$ cat src/rtl/core/tga_pkg.sv
// ----------------------------------------------------------------------------
// tga_pkg
// shared types and constants of the tga run-length pixel decoder
// ----------------------------------------------------------------------------
package tga_pkg;

    // configuration register indexes
    localparam int CfgIdxW = 2;
    localparam logic [CfgIdxW-1:0] CFG_HAS_ALPHA        = 2'd0;
    localparam logic [CfgIdxW-1:0] CFG_RUN_LENGTH_CODED = 2'd1;
    localparam logic [CfgIdxW-1:0] CFG_PIXEL_TOTAL      = 2'd2;
    localparam int CfgDataW = 32;

    // byte positions inside a pixel
    localparam logic [1:0] POS_BLUE  = 2'd0;
    localparam logic [1:0] POS_GREEN = 2'd1;
    localparam logic [1:0] POS_RED   = 2'd2;
    localparam logic [1:0] POS_ALPHA = 2'd3;

    localparam logic [7:0] ALPHA_OPAQUE = 8'd255;
    localparam logic [7:0] REPEAT_BIAS  = 8'd127;

    typedef struct packed {
        logic        has_alpha;
        logic        run_length_coded;
        logic [31:0] pixel_total;
    } t_cfg;

    typedef struct packed {
        logic [7:0] data_byte;
        logic       start_of_image;
    } t_byte_item;

    typedef struct packed {
        logic [7:0] red;
        logic [7:0] green;
        logic [7:0] blue;
        logic [7:0] alpha;
        logic [7:0] repeat_count;
        logic       image_done;
        logic       overrun;
    } t_run;

endpackage

$ cat src/rtl/core/tga_byte_if.sv
// ----------------------------------------------------------------------------
// tga_byte_if
// byte channel into the decoder
// ----------------------------------------------------------------------------
interface tga_byte_if;
    logic       valid;
    logic       ready;
    logic [7:0] data_byte;
    logic       start_of_image;

    modport source (output valid, output data_byte, output start_of_image, input ready);
    modport sink (input valid, input data_byte, input start_of_image, output ready);
endinterface

$ cat src/rtl/core/tga_run_if.sv
// ----------------------------------------------------------------------------
// tga_run_if
// pixel run channel out of the decoder
// ----------------------------------------------------------------------------
interface tga_run_if;
    logic       valid;
    logic       ready;
    logic [7:0] red;
    logic [7:0] green;
    logic [7:0] blue;
    logic [7:0] alpha;
    logic [7:0] repeat_count;
    logic       image_done;
    logic       overrun;

    modport source (
        output valid, output red, output green, output blue, output alpha,
        output repeat_count, output image_done, output overrun, input ready
    );
    modport sink (
        input valid, input red, input green, input blue, input alpha,
        input repeat_count, input image_done, input overrun, output ready
    );
endinterface

$ cat src/rtl/core/tga_in_stage.sv
// ----------------------------------------------------------------------------
// tga_in_stage
// input register, holds one byte transaction for the decode stage
// ----------------------------------------------------------------------------
module tga_in_stage (
    input  logic                i_clk,
    input  logic                i_rst_n,
    tga_byte_if.sink            i_byte_if,
    input  logic                i_take,
    output logic                o_valid,
    output tga_pkg::t_byte_item o_item
);

    logic                r_valid;
    tga_pkg::t_byte_item r_item;

    assign i_byte_if.ready = !r_valid || i_take;

    always_ff @(posedge i_clk) begin
        if (!i_rst_n) begin
            r_valid <= 1'b0;
        end else if (i_byte_if.ready) begin
            r_valid <= i_byte_if.valid;
        end
    end

    always_ff @(posedge i_clk) begin
        if (i_byte_if.ready && i_byte_if.valid) begin
            r_item.data_byte      <= i_byte_if.data_byte;
            r_item.start_of_image <= i_byte_if.start_of_image;
        end
    end

    assign o_valid = r_valid;
    assign o_item  = r_item;

endmodule

$ cat src/rtl/core/tga_decode.sv
// ----------------------------------------------------------------------------
// tga_decode
// per-byte packet parser, pixel assembler and image pixel counter
// ----------------------------------------------------------------------------
module tga_decode (
    input  logic                i_clk,
    input  logic                i_rst_n,
    input  tga_pkg::t_cfg       i_cfg,
    input  logic                i_valid,
    input  tga_pkg::t_byte_item i_item,
    input  logic                i_out_free,
    output logic                o_take,
    output logic                o_load,
    output tga_pkg::t_run       o_run
);

    logic        r_expect_header;
    logic        r_packet_is_repeat;
    logic [7:0]  r_packet_pixels_left;
    logic [1:0]  r_byte_position;
    logic [23:0] r_color_gathered;
    logic [31:0] r_pixels_left;

    logic        n_expect_header;
    logic        n_packet_is_repeat;
    logic [7:0]  n_packet_pixels_left;
    logic [1:0]  n_byte_position;
    logic [23:0] n_color_gathered;
    logic [31:0] n_pixels_left;

    // state as seen after a possible start of image
    logic        exp_e;
    logic        rep_e;
    logic [7:0]  ppl_e;
    logic [1:0]  pos_e;
    logic [23:0] color_e;
    logic [31:0] pl_e;

    logic [1:0]  last_pos;
    logic [7:0]  byte_in;
    logic [7:0]  cnt;
    logic        ovr;
    logic        hit;
    logic        advance;

    assign advance = i_valid && i_out_free;
    assign byte_in = i_item.data_byte;
    assign last_pos = i_cfg.has_alpha ? tga_pkg::POS_ALPHA : tga_pkg::POS_RED;

    always_comb begin
        exp_e   = i_item.start_of_image ? 1'b1 : r_expect_header;
        rep_e   = i_item.start_of_image ? 1'b0 : r_packet_is_repeat;
        ppl_e   = i_item.start_of_image ? 8'd0 : r_packet_pixels_left;
        pos_e   = i_item.start_of_image ? tga_pkg::POS_BLUE : r_byte_position;
        color_e = i_item.start_of_image ? 24'd0 : r_color_gathered;
        pl_e    = i_item.start_of_image ? i_cfg.pixel_total : r_pixels_left;

        n_expect_header      = exp_e;
        n_packet_is_repeat   = rep_e;
        n_packet_pixels_left = ppl_e;
        n_byte_position      = pos_e;
        n_color_gathered     = color_e;
        n_pixels_left        = pl_e;

        cnt = 8'd1;
        ovr = 1'b0;
        hit = 1'b0;

        if (pl_e == 32'd0) begin
            // nothing left of the image, byte dropped
        end else if (i_cfg.run_length_coded && exp_e) begin
            // packet header
            n_packet_is_repeat   = byte_in[7];
            n_packet_pixels_left = byte_in[7] ? (byte_in - tga_pkg::REPEAT_BIAS)
                                              : (byte_in + 8'd1);
            n_expect_header      = 1'b0;
            n_byte_position      = tga_pkg::POS_BLUE;
        end else if (pos_e < last_pos) begin
            // gather a color byte
            case (pos_e)
                tga_pkg::POS_BLUE:  n_color_gathered[7:0]   = byte_in;
                tga_pkg::POS_GREEN: n_color_gathered[15:8]  = byte_in;
                default:            n_color_gathered[23:16] = byte_in;
            endcase
            n_byte_position = pos_e + 2'd1;
        end else begin
            // pixel complete
            hit             = 1'b1;
            n_byte_position = tga_pkg::POS_BLUE;
            if (!i_cfg.run_length_coded) begin
                n_pixels_left = pl_e - 32'd1;
            end else if (rep_e) begin
                cnt = (ppl_e == 8'd0) ? 8'd1 : ppl_e;
                if ({24'd0, cnt} > pl_e) begin
                    cnt = pl_e[7:0];
                    ovr = 1'b1;
                end
                n_pixels_left        = pl_e - {24'd0, cnt};
                n_packet_pixels_left = 8'd0;
                n_expect_header      = 1'b1;
            end else begin
                n_packet_pixels_left = (ppl_e != 8'd0) ? (ppl_e - 8'd1) : 8'd0;
                n_pixels_left        = pl_e - 32'd1;
                ovr = (n_pixels_left == 32'd0) && (n_packet_pixels_left != 8'd0);
                n_expect_header      = (n_packet_pixels_left == 8'd0);
            end
        end

        o_run.blue         = color_e[7:0];
        o_run.green        = color_e[15:8];
        o_run.red          = i_cfg.has_alpha ? color_e[23:16] : byte_in;
        o_run.alpha        = i_cfg.has_alpha ? byte_in : tga_pkg::ALPHA_OPAQUE;
        o_run.repeat_count = cnt;
        o_run.image_done   = (n_pixels_left == 32'd0);
        o_run.overrun      = ovr;
    end

    always_ff @(posedge i_clk) begin
        if (!i_rst_n) begin
            r_expect_header      <= 1'b1;
            r_packet_is_repeat   <= 1'b0;
            r_packet_pixels_left <= 8'd0;
            r_byte_position      <= tga_pkg::POS_BLUE;
            r_color_gathered     <= 24'd0;
            r_pixels_left        <= 32'd0;
        end else if (advance) begin
            r_expect_header      <= n_expect_header;
            r_packet_is_repeat   <= n_packet_is_repeat;
            r_packet_pixels_left <= n_packet_pixels_left;
            r_byte_position      <= n_byte_position;
            r_color_gathered     <= n_color_gathered;
            r_pixels_left        <= n_pixels_left;
        end
    end

    assign o_take = advance;
    assign o_load = advance && hit;

endmodule

$ cat src/rtl/core/tga_out_stage.sv
// ----------------------------------------------------------------------------
// tga_out_stage
// result register driving the run channel
// ----------------------------------------------------------------------------
module tga_out_stage (
    input  logic          i_clk,
    input  logic          i_rst_n,
    input  logic          i_load,
    input  tga_pkg::t_run i_run,
    output logic          o_free,
    tga_run_if.source     o_run_if
);

    logic          r_valid;
    tga_pkg::t_run r_run;

    assign o_free = !r_valid || o_run_if.ready;

    always_ff @(posedge i_clk) begin
        if (!i_rst_n) begin
            r_valid <= 1'b0;
        end else if (o_free) begin
            r_valid <= i_load;
        end
    end

    always_ff @(posedge i_clk) begin
        if (i_load) begin
            r_run <= i_run;
        end
    end

    assign o_run_if.valid        = r_valid;
    assign o_run_if.red          = r_run.red;
    assign o_run_if.green        = r_run.green;
    assign o_run_if.blue         = r_run.blue;
    assign o_run_if.alpha        = r_run.alpha;
    assign o_run_if.repeat_count = r_run.repeat_count;
    assign o_run_if.image_done   = r_run.image_done;
    assign o_run_if.overrun      = r_run.overrun;

endmodule

$ cat src/rtl/core/tga_rle_pixel_decoder_unit.sv
// ----------------------------------------------------------------------------
// tga_rle_pixel_decoder_unit
// tga pixel-data decoder, 24/32 bpp, raw or run-length coded, emits pixel runs
// ----------------------------------------------------------------------------
// One byte transaction is accepted per cycle, sustained, for as long as the
// run channel keeps up. A byte is decoded straight out of the input register,
// and the pixel run that its last byte completes is held in the result
// register, which drives the run channel. Every byte, with or without a
// run, waits in the input register while the result register holds a run that
// the run channel has not taken. The rate is set by the per-byte state update
// of the decode stage (packet header, byte position, 32-bit pixel counter).
// Configuration is taken from the write port at any edge with i_cfg_we high
// and is meant to be changed between images; pixel_total is loaded into the
// pixel counter by the byte that carries start_of_image, and before the
// first such byte every byte is dropped.
// Reset is synchronous and active low and clears all control state.
module tga_rle_pixel_decoder_unit (
    input  logic                        i_clk,
    input  logic                        i_rst_n,
    input  logic                        i_cfg_we,
    input  logic [tga_pkg::CfgIdxW-1:0] i_cfg_idx,
    input  logic [tga_pkg::CfgDataW-1:0] i_cfg_data,
    tga_byte_if.sink                    i_byte_if,
    tga_run_if.source                   o_run_if
);

    // configuration registers
    tga_pkg::t_cfg r_cfg;

    // handshake between stages
    logic                in_valid;
    tga_pkg::t_byte_item in_item;
    logic                dec_take;
    logic                dec_load;
    tga_pkg::t_run       dec_run;
    logic                out_free;

    always_ff @(posedge i_clk) begin
        if (!i_rst_n) begin
            r_cfg.has_alpha        <= 1'b0;
            r_cfg.run_length_coded <= 1'b0;
            r_cfg.pixel_total      <= 32'd1;
        end else if (i_cfg_we) begin
            case (i_cfg_idx)
                tga_pkg::CFG_HAS_ALPHA:        r_cfg.has_alpha        <= i_cfg_data[0];
                tga_pkg::CFG_RUN_LENGTH_CODED: r_cfg.run_length_coded <= i_cfg_data[0];
                tga_pkg::CFG_PIXEL_TOTAL:      r_cfg.pixel_total      <= i_cfg_data[31:0];
                default: begin
                    // writes beyond the register list are dropped
                end
            endcase
        end
    end

    // input register: ready when empty or when the held byte is consumed this cycle
    tga_in_stage u_in_stage (
        .i_clk     (i_clk),
        .i_rst_n   (i_rst_n),
        .i_byte_if (i_byte_if),
        .i_take    (dec_take),
        .o_valid   (in_valid),
        .o_item    (in_item)
    );

    // decode: advances only while the result register can take a run
    tga_decode u_decode (
        .i_clk      (i_clk),
        .i_rst_n    (i_rst_n),
        .i_cfg      (r_cfg),
        .i_valid    (in_valid),
        .i_item     (in_item),
        .i_out_free (out_free),
        .o_take     (dec_take),
        .o_load     (dec_load),
        .o_run      (dec_run)
    );

    // result register toward the run channel
    tga_out_stage u_out_stage (
        .i_clk    (i_clk),
        .i_rst_n  (i_rst_n),
        .i_load   (dec_load),
        .i_run    (dec_run),
        .o_free   (out_free),
        .o_run_if (o_run_if)
    );

endmodule

$ cat src/flat_wrapper.sv
// flat-port wrapper written by rule: the top's interface ports become plain ports
module tga_rle_pixel_decoder_unit_flat 
  (i_clk, i_rst_n, i_cfg_we, i_cfg_idx, i_cfg_data, i_byte_if_valid, i_byte_if_data_byte, i_byte_if_start_of_image, i_byte_if_ready, o_run_if_valid, o_run_if_red, o_run_if_green, o_run_if_blue, o_run_if_alpha, o_run_if_repeat_count, o_run_if_image_done, o_run_if_overrun, o_run_if_ready);
  tga_byte_if i_byte_if_i ();
  tga_run_if o_run_if_i ();
  input  logic i_clk;
  input  logic i_rst_n;
  input  logic i_cfg_we;
  input  logic [tga_pkg::CfgIdxW-1:0] i_cfg_idx;
  input  logic [tga_pkg::CfgDataW-1:0] i_cfg_data;
  input wire logic [$bits(i_byte_if_i.valid)-1:0] i_byte_if_valid;
  input wire logic [$bits(i_byte_if_i.data_byte)-1:0] i_byte_if_data_byte;
  input wire logic [$bits(i_byte_if_i.start_of_image)-1:0] i_byte_if_start_of_image;
  output wire logic [$bits(i_byte_if_i.ready)-1:0] i_byte_if_ready;
  output wire logic [$bits(o_run_if_i.valid)-1:0] o_run_if_valid;
  output wire logic [$bits(o_run_if_i.red)-1:0] o_run_if_red;
  output wire logic [$bits(o_run_if_i.green)-1:0] o_run_if_green;
  output wire logic [$bits(o_run_if_i.blue)-1:0] o_run_if_blue;
  output wire logic [$bits(o_run_if_i.alpha)-1:0] o_run_if_alpha;
  output wire logic [$bits(o_run_if_i.repeat_count)-1:0] o_run_if_repeat_count;
  output wire logic [$bits(o_run_if_i.image_done)-1:0] o_run_if_image_done;
  output wire logic [$bits(o_run_if_i.overrun)-1:0] o_run_if_overrun;
  input wire logic [$bits(o_run_if_i.ready)-1:0] o_run_if_ready;
  assign i_byte_if_i.valid = i_byte_if_valid;
  assign i_byte_if_i.data_byte = i_byte_if_data_byte;
  assign i_byte_if_i.start_of_image = i_byte_if_start_of_image;
  assign i_byte_if_ready = i_byte_if_i.ready;
  assign o_run_if_valid = o_run_if_i.valid;
  assign o_run_if_red = o_run_if_i.red;
  assign o_run_if_green = o_run_if_i.green;
  assign o_run_if_blue = o_run_if_i.blue;
  assign o_run_if_alpha = o_run_if_i.alpha;
  assign o_run_if_repeat_count = o_run_if_i.repeat_count;
  assign o_run_if_image_done = o_run_if_i.image_done;
  assign o_run_if_overrun = o_run_if_i.overrun;
  assign o_run_if_i.ready = o_run_if_ready;
  tga_rle_pixel_decoder_unit u_core (.i_clk(i_clk), .i_rst_n(i_rst_n), .i_cfg_we(i_cfg_we), .i_cfg_idx(i_cfg_idx), .i_cfg_data(i_cfg_data), .i_byte_if(i_byte_if_i), .o_run_if(o_run_if_i));
endmodule
$ cat config.mk
export PLATFORM = sky130hd
export DESIGN_NAME = tga_rle_pixel_decoder_unit_flat
export DESIGN_NICKNAME = d
export VERILOG_FILES = /design/src/rtl/core/tga_pkg.sv /design/src/rtl/core/tga_byte_if.sv /design/src/rtl/core/tga_run_if.sv /design/src/rtl/core/tga_in_stage.sv /design/src/rtl/core/tga_decode.sv /design/src/rtl/core/tga_out_stage.sv /design/src/rtl/core/tga_rle_pixel_decoder_unit.sv /design/src/flat_wrapper.sv
export SDC_FILE = /design/constraint.sdc
export NUM_CORES = 1
export LEC_CHECK = 0
export ABC_AREA = 1
export BUFFER_PORTS_ARGS = -buffer_cell sky130_fd_sc_hd__buf_2
export CELL_PAD_IN_SITES_DETAIL_PLACEMENT = 0
export CELL_PAD_IN_SITES_GLOBAL_PLACEMENT = 1
export CORE_MARGIN = 3
export CORE_UTILIZATION = 40
export CTS_BUF_LIST = sky130_fd_sc_hd__clkbuf_8
export DETAILED_ROUTE_END_ITERATION = 10
export PLACE_DENSITY_LB_ADDON = 0.1
export SYNTH_ARGS = -nofsm -noshare
export SYNTH_HDL_FRONTEND = slang
export SYNTH_HIERARCHICAL = 1
export SYNTH_SLANG_ARGS = --single-unit
$ cat constraint.sdc
create_clock -name i_clk -period 5.2 [get_ports i_clk]
set_input_delay 0.52 -clock i_clk [delete_from_list [all_inputs] [get_ports i_clk]]
set_output_delay 0.52 -clock i_clk [all_outputs]
set_load 0.02 [all_outputs]
==> run metrics, run 1 <==
status=completed; Root Buffer=clkbuf_8; minimum clock period=4.87 ns; syn_nets=roughly 1900; vias per cell=5.04; Longest Clk Path Bufs=2; Synth Register Bits=roughly 160; num ports=92; CTS tree=yes; Top cell by count, worst path=nand2_1; DRC violations left=0; Worst-Skew Late Latency=between 0.4 and 0.5 ns; final WL=37500 um; Syn Std Cell Area=~11000 sq um; post-synth cell types=43; Max Cap Viol=0; Layout area overhead=13.8%; hold depth=1; P_leak=approximately 6.2 nW; die width=about 170 um; initial antenna violation count=0; Final setup viols=0; Tot GR Track Use=24.7%; Row Count=60; # H-tree levels=4; Post-synth EDFFs=between 50 and 60; VDD IR max=around 0.17 mV; Layout Cells excl Fill=2262; CP Max Fanout=12; largest net degree at the start of global routing=91; CP Class=register to register; most common flop cell mapped by yosys=dfxtp_1; Avg WL per Cell=16.6 um; Syn. warnings=6; CTS buffer count=17; fraction of layout cells with a size suffix above 1=between 15 and 20%; Starting Density=41.0%; HP Class=primary input to register; DR vias=11400; sequential share of the synthesized area=32.4%; critical path depth=35; fin crit share=between 90% and 100%; FMAX=0.205 GHz; clock sinks=~160; post-synth top area cell=nand2_1; Reg2Reg Depth=35; Worst slew margin=15.3%; Mean Syn Cell Area=around 6.3 sq um; Final #Nets=approximately 2000; Pwr Total=0.00326 W; Worst EP required=about 5.5 ns; ys async rst share=0%; hold_ws=0.223 ns; CP peak stage delay=0.40 ns; CP Buf/Inv Count=5; Cells after DPL=2224; worst slew pin tran=1.27 ns; top cells by area, synth=nand2_1, dfxtp_1, edfxtp_1, inv_1, nor2_1; CP Launch Type=register; Clock Skew=0.0132 ns; DRT Pass-1 Iters=5; Max Slew Vio Count=0; GP Congestion=0.908; n_diodes=0; Die Y-Extent=173 um; pwr dens=around 260 nW/um^2; ANT nets after route=0; crit path DAT=approximately 5.2 ns; most instantiated library cell after synthesis=nand2_1; family with the most delay on the worst path=simple AND/OR/NAND/NOR gates; Cells after Synth=1780; Worst setup EP type=register; Final HPWL DP=27500 um; Post-Route Setup TNS=0 ns; Synth top cells by count=nand2_1, inv_1, nor2_1; drt first-iter violations=921; post-layout util=46.7%; clock-pin slew on the worst setup and hold paths=0.10 ns; post-synth top area share=20.3%; Crit-path slowest cell=edfxtp_1; Placeable Area=27200 sq um; number of port buffers=slightly above 90; grt ovf=0; final hold violation count=0; vias in the first global route=10600; first-pass GRT wire length=59000 um; DIE AREA=~30000 sq um
## stage by stage
| step | cell area [sq um] | setup WS [ns] |
|---|---|---|
| floorplan | 11100 | 0.347 |
| global placement | 12100 | 0.241 |
| detailed placement | 12100 | 0.160 |
| CTS | 12500 | 0.0984 |
| global route | 12700 | -0.0892 |
| finish | 12700 | 0.332 |
## report_power, final
part | total [W] | internal [W] | switching (W)
Sequential | 0.00133 | 0.00130 | 0.0000355
Clock | 0.00108 | 0.000543 | 0.000534
Combinational | 0.000848 | 0.000264 | 0.000584
Total | 0.00326 | 0.00210 | 0.00115
## registers in the layout, indices dropped and copies added (netlist names), 8 cells and up
register / cells
u_core/r_cfg: 34
u_core/u_decode/r_color_gathered: 24
u_core/u_decode/r_packet_pixels_left: 8
u_core/u_decode/r_pixels_left: 32
u_core/u_in_stage/o_item: 9
u_core/u_out_stage/o_run_if.alpha: 8
u_core/u_out_stage/o_run_if.blue: 8
u_core/u_out_stage/o_run_if.green: 8
u_core/u_out_stage/o_run_if.red: 8
u_core/u_out_stage/o_run_if.repeat_count: 8
## worst paths after layout
| check | start | endpoint | slack (ns) |
|---|---|---|---|
| max | u_core/u_in_stage/o_item[0] | u_core/u_out_stage/o_run_if.image_done | 0.33 |
| min | i_byte_if_data_byte[5] | u_core/u_in_stage/o_item[6] | 0.22 |
| max reg2reg | u_core/u_in_stage/o_item[0] | u_core/u_out_stage/o_run_if.image_done | 0.33 |
| min reg2reg | u_core/r_cfg[0] | u_core/r_cfg[0] | 0.47 |
## worst reg2reg max path, delay by kind of cell (launching register included)
kind | cells | cell delay, ns
AND/OR/NAND/NOR | 22 | 2.48
adder cells (fa/ha/maj) | 3 | 0.67
AO/OA/AOI/OAI | 5 | 0.66
buffers and inverters | 5 | 0.51
flip-flops | 1 | 0.40
## cells by family (layout without fill, tap and decap cells)
kind of cell	after synthesis	in the layout	share of synthesized area [%]
adder cells (fa/ha/maj)	25	25	2.88
AO/OA/AOI/OAI	250	250	12.2
flip-flops	155	155	32.4
XOR/XNOR	6	6	0.472
buffers and inverters	301	411	11.6
AND/OR/NAND/NOR	1043	1043	40.4
## placed cells by master (no fill, tap or decap), types with 5 or more instances in the layout
master    netlist  layout
buf_4           4      54
nor2_4         10      13
dfxtp_1       104     104
inv_2           9       9
inv_1         220     221
nand2_2        41      49
edfxtp_1       51      51
buf_2          16      91
clkbuf_8        0      17
nand3_2         7       7
ha_1           24      22
nand2_4         3       6
nand4_1        20      20
nor2_1        189     181
o21ai_1        10      12
nor3_1          5       5
xor2_1          6       6
o21ai_0        91      85
a21oi_2         5       8
nor2_2         20      25
nand3_1       133     133
o21ai_2         1       5
nand2_1       601     590
a21oi_1       115     112
o211ai_1       18      18
## routing by layer
metal,wire (um),vias to the layer above,GRT usage (%)
li1,-,5841,-
met1,16500,5211,31.4
met2,18600,299,44.1
met3,1440,44,2.85
met4,970,0,7.40
met5,0,-,0
## cell type report
| cell class | count | area [sq um] |
|---|---|---|
| fillers | 2950 | 14500 |
| flip-flops and latches | 155 | 3610 |
| well taps | 372 | 465 |
| multi-input cells | 1324 | 6350 |
| clock buffers | 17 | 234 |
| inverters | 231 | 870 |
| repair buffers | 148 | 912 |
| clock inverters | 15 | 231 |
## repair_timing
action / in CTS / in global routing
endpoints found under the hold margin: 0 / 0
resized for setup: 0 / 40
hold buffers: 0 / 0
setup buffers: 0 / 6
setup endpoints to repair: 0 / 14
(Power assumes the default switching activity.)
==> inputs of run 2 (changes only) <==
- RECOVER_POWER: default -> 100
==> run 2 against run 1 <==
  * The flow now finishes with violations (capacitance limit, slew limit)
  * Final cell count unchanged
  * Maximum frequency increased by 0.17%
  * Power decreased by 0.13%
  * First-iteration DRC count is 2.8% higher
  * Via count is essentially flat
  * Sequential cell count unchanged
==> run metrics, run 2 (synthesized netlist as in run 1, its figures left out) <==
status=finished with violations; failing checks=capacitance limit, slew limit; grt ovf=0; num ports=92; Avg WL per Cell=16.6 um; Starting Density=41.0%; CTS tree=yes; number of port buffers=91; CP peak stage delay=roughly 0.4 ns; Row Count=60; P_leak=5.99 nW; Cells after DPL=2224; ANT nets after route=0; commonest non-fill, non-tap cell in the layout=nand2_1; DIE AREA=29900 sq um; n_diodes=0; VDD IR max=~0.17 mV; worst slew pin tran=3.07 ns; DRT Pass-1 Iters=5; Placeable Area=27200 sq um; largest net degree at the start of global routing=91; minimum clock period=4.86 ns; biggest regs=u_core/r_cfg x34, u_core/u_decode/r_pixels_left x32, u_core/u_decode/r_color_gathered x24; Clock Skew=approximately 0.012 ns; fin crit share=93.5%; CP Max Fanout=12; hold_ws=0.224 ns; final WL=37600 um; Top reg by flops=u_core/r_cfg; Die Y-Extent=173 um; Post-CTS Hold Buffers=0; clock sinks=155; GP Congestion=0.908; Worst EP required=5.51 ns; # H-tree levels=4; hold depth=1; DRC violations left=0; CP Launch Type=register; R2R setup slack=0.34 ns; Post-Route Setup TNS=0 ns; Longest Clk Path Bufs=2; reg-to-reg endpoint=u_core/u_out_stage/o_run_if.image_done; pwr dens=approximately 260 nW/um^2; Max Cap Viol=1; Top cell by count, worst path=nand2_1; max reg flops=34; Worst setup EP type=register; clock-pin slew on the worst setup and hold paths=0.10 ns; first-pass GRT wire length=59000 um; Final HPWL DP=between 20000 and 30000 um; Root Buffer=clkbuf_8; Layout area overhead=12.7%; FMAX=0.206 GHz; fraction of layout cells with a size suffix above 1=13.1%; post-layout util=46.2%; Final setup viols=0; Worst-Skew Late Latency=0.46 ns; vias per cell=5.04; vias in the first global route=10600; final hold violation count=0; Max Slew Vio Count=57; CTS buffer count=17; Final #Nets=~2000; crit path DAT=approximately 5.2 ns; WHS Endpoint=u_core/u_in_stage/o_item[6]; DR vias=11400; drt first-iter violations=947; Crit-path slowest cell=edfxtp_1; HP Class=primary input to register; Worst slew margin=-105%; Layout Cells excl Fill=2262; initial antenna violation count=0; Worst R2R Start=u_core/u_in_stage/o_item[0]; Reg2Reg Depth=35; hold path startpoint=i_byte_if_data_byte[5]; commonest cells after routing, fill and taps aside=nand2_1, inv_1, nor2_1, nand3_1, a21oi_1; Tot GR Track Use=24.7%; CP Class=register to register; die width=173 um
-- run 2: report_power, final --
part | internal, W | switching, W | leakage (nW)
clock network | 0.000543 | 0.000533 | 0.236
registers | 0.00130 | 0.0000356 | 1.31
logic | 0.000261 | 0.000583 | 4.45
-- run 2: routing by layer --
| metal | part of all wire (%) | track usage [%] | up-vias |
|---|---|---|---|
| li1 | - | - | 5843 |
| met4 | 2.5 | 7.40 | 0 |
| met5 | 0 | 0 | - |
| met2 | 49 | 44.1 | 280 |
| met3 | 3.8 | 2.85 | 43 |
| met1 | 44 | 31.4 | 5233 |
-- run 2: how the worst max path moves through the flow --
stage | start | end | cells after the start
finish | u_core/u_in_stage/o_item[0] | u_core/u_out_stage/o_run_if.image_done | 35
global route | u_core/u_in_stage/o_item[0] | u_core/u_out_stage/o_run_if.image_done | 36
CTS | u_core/u_in_stage/o_item[0] | u_core/u_out_stage/o_run_if.image_done | 36
detailed placement | u_core/u_in_stage/o_item[0] | u_core/u_out_stage/o_run_if.image_done | 36
global placement | u_core/u_in_stage/o_item[0] | u_core/u_out_stage/o_run_if.image_done | 36
floorplan | u_core/u_in_stage/o_item[0] | u_core/u_out_stage/o_run_if.image_done | 40
-- run 2: stage by stage --
stage / instance area [sq um] / setup slack, ns / power, W
2_1_floorplan: 11100 / 0.347 / 0.00191
5_1_grt: 12500 / -0.0863 / 0.00345
3_5_place_dp: 12100 / 0.160 / 0.00217
4_1_cts: 12500 / 0.0984 / 0.00325
6_report: 12500 / 0.340 / 0.00325
3_3_place_gp: 12100 / 0.241 / 0.00217
-- run 2: worst max-delay path: cells and delay by family, from the launching register on --
kind                       cells  cell delay (ns)
and+or+nand+nor               22             2.47
DFF                            1             0.40
adders and majority gates      3             0.67
buffers and inverters          5             0.51
AOI/OAI and AO/OA              5             0.66
-- run 2: what timing repair did --
| item | 4_1_cts | 5_1_grt |
|---|---|---|
| setup endpoints to repair | 0 | 14 |
| gates resized for setup | 0 | 40 |
| buffers inserted | 0 | 6 |
-- run 2: layout make-up --
cell class | count | area, sq um
repair buffers | 148 | 832
well taps | 372 | 465
multi-input cells | 1324 | 6300
inverters | 231 | 870
clock buffers | 17 | 234
fillers | 2989 | 14600
flip-flops and latches | 155 | 3610
clock inverters | 15 | 231
